===== src/sv/asu_pkg.sv =====
// shared types and constants of the advection stencil update block
`timescale 1ns / 1ps

package asu_pkg;

  localparam int DATA_W   = 32;
  localparam int RATIO_W  = 20;
  localparam int MODE_W   = 2;
  localparam int CFG_IDX_W = 2;
  localparam int DIFF_W   = DATA_W + 1;
  localparam int PROD_W   = 2 * DATA_W;
  localparam int SAT_W    = 40;
  localparam int Q_W      = SAT_W + RATIO_W + 1;
  localparam int RND_W    = Q_W + 1;
  localparam int V_W      = 64;

  localparam logic [RATIO_W-1:0] STEP_RATIO_RST = RATIO_W'(2621);

  typedef enum logic [CFG_IDX_W-1:0] {
    REG_STEP_RATIO  = 2'd0,
    REG_SCHEME_MODE = 2'd1
  } reg_idx_e;

  typedef enum logic [MODE_W-1:0] {
    MODE_UPWIND   = 2'd0,
    MODE_CENTERED = 2'd1,
    MODE_SOURCE   = 2'd2
  } scheme_mode_e;

  typedef enum logic [2:0] {
    ST_IDLE,
    ST_DIFF,
    ST_MUL,
    ST_SCALE,
    ST_WRITE
  } asu_state_e;

  typedef enum logic [1:0] {
    OP_FIRST,
    OP_LAST_IN,
    OP_LAST_WIN
  } op_sel_e;

  typedef struct packed {
    logic signed [DATA_W-1:0] sample;
    logic signed [DATA_W-1:0] velocity;
    logic signed [DATA_W-1:0] source_term;
    logic                     first_point;
    logic                     last_point;
  } in_item_t;

  typedef struct packed {
    logic signed [DATA_W-1:0] new_value;
    logic                     row_end;
  } out_item_t;

  typedef struct packed {
    logic    win_update;
    logic    load_op;
    op_sel_e op_sel;
    logic    diff_en;
    logic    mul_en;
    logic    scale_en;
    logic    out_load;
  } asu_cmd_t;

  typedef struct packed {
    logic need_first;
    logic is_last;
    logic out_free;
  } asu_stat_t;

endpackage


===== src/sv/asu_ctrl.sv =====
// controller state machine sequencing the stencil passes of one point
`timescale 1ns / 1ps

module asu_ctrl
  import asu_pkg::*;
(
  input  logic      clk_i,
  input  logic      rst_ni,
  input  logic      in_valid_i,
  output logic      in_ready_o,
  input  asu_stat_t stat_i,
  output asu_cmd_t  cmd_o
);

  asu_state_e state_q, state_d;
  logic       pend2_q, pend2_d;

  always_ff @(posedge clk_i or negedge rst_ni) begin
    if (!rst_ni) begin
      state_q <= ST_IDLE;
      pend2_q <= 1'b0;
    end else begin
      state_q <= state_d;
      pend2_q <= pend2_d;
    end
  end

  always_comb begin
    state_d    = state_q;
    pend2_d    = pend2_q;
    in_ready_o = 1'b0;
    cmd_o      = '{win_update: 1'b0, load_op: 1'b0, op_sel: OP_FIRST,
                   diff_en: 1'b0, mul_en: 1'b0, scale_en: 1'b0, out_load: 1'b0};
    case (state_q)
      ST_IDLE: begin
        in_ready_o = 1'b1;
        if (in_valid_i) begin
          cmd_o.win_update = 1'b1;
          if (stat_i.need_first) begin
            // pending centre finishes now, row end pass follows if marked
            cmd_o.load_op = 1'b1;
            cmd_o.op_sel  = OP_FIRST;
            pend2_d       = stat_i.is_last;
            state_d       = ST_DIFF;
          end else if (stat_i.is_last) begin
            cmd_o.load_op = 1'b1;
            cmd_o.op_sel  = OP_LAST_IN;
            pend2_d       = 1'b0;
            state_d       = ST_DIFF;
          end
        end
      end
      ST_DIFF: begin
        cmd_o.diff_en = 1'b1;
        state_d       = ST_MUL;
      end
      ST_MUL: begin
        cmd_o.mul_en = 1'b1;
        state_d      = ST_SCALE;
      end
      ST_SCALE: begin
        cmd_o.scale_en = 1'b1;
        state_d        = ST_WRITE;
      end
      ST_WRITE: begin
        if (stat_i.out_free) begin
          cmd_o.out_load = 1'b1;
          if (pend2_q) begin
            // row end pass takes its operands from the updated window
            cmd_o.load_op = 1'b1;
            cmd_o.op_sel  = OP_LAST_WIN;
            pend2_d       = 1'b0;
            state_d       = ST_DIFF;
          end else begin
            state_d = ST_IDLE;
          end
        end
      end
      default: begin
        state_d = ST_IDLE;
      end
    endcase
  end

endmodule


===== config.mk =====
export PLATFORM = sky130hd
export DESIGN_NAME = asu_ctrl
export DESIGN_NICKNAME = d
export VERILOG_FILES = /design/src/sv/asu_pkg.sv /design/src/sv/asu_ctrl.sv
export SDC_FILE = /design/constraint.sdc
export NUM_CORES = 1
export LEC_CHECK = 0
export CAP_MARGIN = 0
export CORE_AREA = 4 4 41 43
export CTS_BUF_LIST = sky130_fd_sc_hd__clkbuf_16
export DETAILED_ROUTE_END_ITERATION = 12
export DIE_AREA = 0 0 45 47
export DONT_BUFFER_PORTS = 1
export SETUP_SLACK_MARGIN = 0.4
export SLEW_MARGIN = 15
export SYNTH_ARGS = -nofsm -noshare
export SYNTH_HDL_FRONTEND = slang
export SYNTH_SLANG_ARGS = --single-unit
export TNS_END_PERCENT = 30

===== constraint.sdc =====
create_clock -name clk_i -period 1.2 [get_ports clk_i]
set_clock_uncertainty 0.05 [all_clocks]
set_input_delay 0.06 -clock clk_i [delete_from_list [all_inputs] [get_ports clk_i]]
set_output_delay 0.06 -clock clk_i [all_outputs]
set_load 0.01 [all_outputs]

==> impl_metrics.csv <==
group,metric,value,unit
critical_path,critical_path_class,"reg -> out",
timing,final-hold-violation-count,1,
detailed_routing,via_count,273,
timing,finalSetupViolCount,8,
timing,fmax,786,MHz
clock_network,cts_max_path_buffers,2,
floorplanning,rows,13,
grt,grt_pass1_wl,1.11,mm
min_path,worstHoldPathCells,1,
yosys,synth_nets,39,
floorplanning,core-area,1300,um2
grt,grt_overflow,0,
cells_and_area,layout_common_cells,"buf_4 (8), nor2_4 (3), clkbuf_16 (3), dfrtp_1 (3)",
yosys,yosys_warnings,0,
clock_network,cts_buffers,3,
cells_and_area,layout_commonest_cell,"buf_4",
clock_network,clock-sinks,4,
timing,final-max-slew-violation-count,0,
run_status,violations,"negative hold slack, negative setup slack",
run,cap_violations,0,
yosys,avgSynthCellArea,8.23,um2
detailed_routing,final_antenna_net_count,0,
floorplanning,die_w,45,um
grt,track_usage,7.93,%
cells_and_area,finalInstanceArea,524,um2
floorplanning,initial_core_util,20.9,%
detailed_routing,routed_wl,752,um
run_status,status,"finished, violations left",
grt,grt_max_degree,6,
cells_and_area,final_nets,52,
timing,fin_hold_ws,-106,ps
cells_and_area,final_util,40.3,%
critical_path,r2r_cells,4,
cells_and_area,drive_above_1_share,68.2,%
power_and_ir_drop,pwr-share-comb,54.4,%
floorplanning,die_h,47,um
grt,antenna_found_initial,0,
detailed_routing,wl_per_cell,12.7,um
placement,gp_congestion,0.730,
yosys,syn-instance-count,33,
placement,dpl_cell_area,327,um2
cells_and_area,num_antenna_cells,0,
clock_network,htree_levels,1,
timing,tightest_slew,245,ps
cells_and_area,area.growth.synth_to_final,93.1,%
placement,place.port_buffers,0,
cells_and_area,fillers,131,
detailed_routing,drc,0,
cells_and_area,layout.cells.non_filler,59,
critical_path,startpoint_type,"register",
detailed_routing,drt-initial-drc-count,3,
yosys,ys_seq_area_share,36.9,%
clock_network,cts_root_buf,"clkbuf_16",
placement,dp_hpwl,511,um
critical_path,critPathArrivalTime,1160,ps
clock_network,clk_latency,220,ps
timing,rsz0062_at_grt,"true",
timing,maxSlewHeadroom,83.4,%
timing,fin_crit_sh,106,%
timing,fin_crit,1270,ps
min_path,hold_path.class,"in -> reg",
clock_network,clk_pin_slew,30,ps
detailed_routing,drtPass1Iterations,2,
power_and_ir_drop,p_switching,0.000584,W
yosys,ys_ff_latch,4,
yosys,syn_area,272,um2
power_and_ir_drop,cellPowerDensity,3210,nW/um2
critical_path,path_max_fanout,4,
critical_path,cp.required,1090,ps
power_and_ir_drop,pwr-share-seq,15.4,%
detailed_routing,vias_per_cell,4.63,
placement,dpl.cell_count,53,
clock_network,cts_hold_buf,1,
power_and_ir_drop,vdd_drop_max,0.791,mV
timing,setup_slack,-72.5,ps
power_and_ir_drop,leakage,0.218,nW
floorplanning,pin_count,15,
critical_path,reg2reg_setup_slack,-40,ps
clock_network,cts_tree,"done",
power_and_ir_drop,p_clk_share,30.3,%
yosys,synthDistinctLibCells,22,
power_and_ir_drop,swShare,34.7,%
power_and_ir_drop,internal_power,0.00110,W
floorplanning,dieArea,2120,um2
grt,first_global_vias,289,
critical_path,end_kind,"output pin",
==> sequential cells by signal, summed over array words and instances, names as in the netlist <==
signal,flops
state_q,3
pend2_q,1
==> Yosys cell counts, drive strengths merged <==
cell	number	share of area, %
nor4b	1	3.2
or2b	1	2.8
nor2	6	8.3
a211o	1	3.2
o21bai	1	2.8
o32ai	1	3.2
nor4	1	2.3
nor3	1	1.8
buf	3	8.8
inv	2	2.8
nand2b	1	2.3
nand3	1	1.8
a21o	1	2.8
dfrtp	4	37
nand2	2	2.8
a21oi	2	3.7
o21a	1	2.8
or2	2	4.6
and3b	1	3.2
==> final timing paths <==
check                            from          to
max reg2reg                state_q[2]     pend2_q
min reg2reg                state_q[0]  state_q[0]
min                         stat_i[0]  state_q[2]
max                        state_q[0]    cmd_o[4]
max in group asynchronous      rst_ni  state_q[2]
min in group asynchronous      rst_ni     pend2_q
==> per-layer routing <==
| layer | global-route usage (%) | share of wire [%] | up-vias |
|---|---|---|---|
| met5 | 0 | 0 | - |
| met4 | 5.26 | 0 | 0 |
| met3 | 5.36 | 10 | 0 |
| met2 | 12.7 | 54 | 9 |
| met1 | 7.36 | 36 | 127 |
| li1 | - | - | 137 |
==> cell families after synthesis <==
group / Yosys count / share of synthesized area [%]
buffers and inverters: 5 / 11.5
AO/OA/AOI/OAI: 7 / 18.4
AND/OR/NAND/NOR: 17 / 33.2
flip-flops: 4 / 36.9
==> layout make-up <==
type                       count  area [um2]  share of cell area, %
clock buffer                   3        75.1                   14.3
inverter                       2        7.51                   1.43
multi-input combinational     24         229                   43.7
sequential                     4         101                   19.3
tap                           15        18.8                   3.58
timing repair buffer          11        92.6                   17.7
==> power groups by stage <==
stage,clock (W),sequential [W],combinational [W]
2_1_floorplan,0,0.000235,0.000424
3_3_place_gp,0,0.000259,0.000580
3_5_place_dp,0,0.000258,0.000583
4_1_cts,0.000521,0.000249,0.000811
5_1_grt,0.000529,0.000268,0.000979
6_report,0.000510,0.000258,0.000915
==> through the flow <==
step	setup TNS (ps)	setup WS, ps	power (W)
3_3_place_gp	-14.1	-8.17	0.000839
4_1_cts	-504	-86.0	0.00158
6_report	-315	-72.5	0.00168
3_5_place_dp	-38.8	-20.6	0.000842
2_1_floorplan	-168	-84.0	0.000660
5_1_grt	-710	-117	0.00178
==> worst max-delay path, stage by stage (launching register included) <==
cell and delay, ps:
dfrtp_1 360, or2_4 280, nor2_4 80, and3b_2 220
==> what timing repair did <==
action                                 in CTS  in global routing
endpoints found under the hold margin       5                  1
setup endpoints to repair                  13                 13
buffers inserted                            2                  0
pin swaps                                   5                  4
resized for setup                          16                  8
Power figures use the tool's default switching activity.
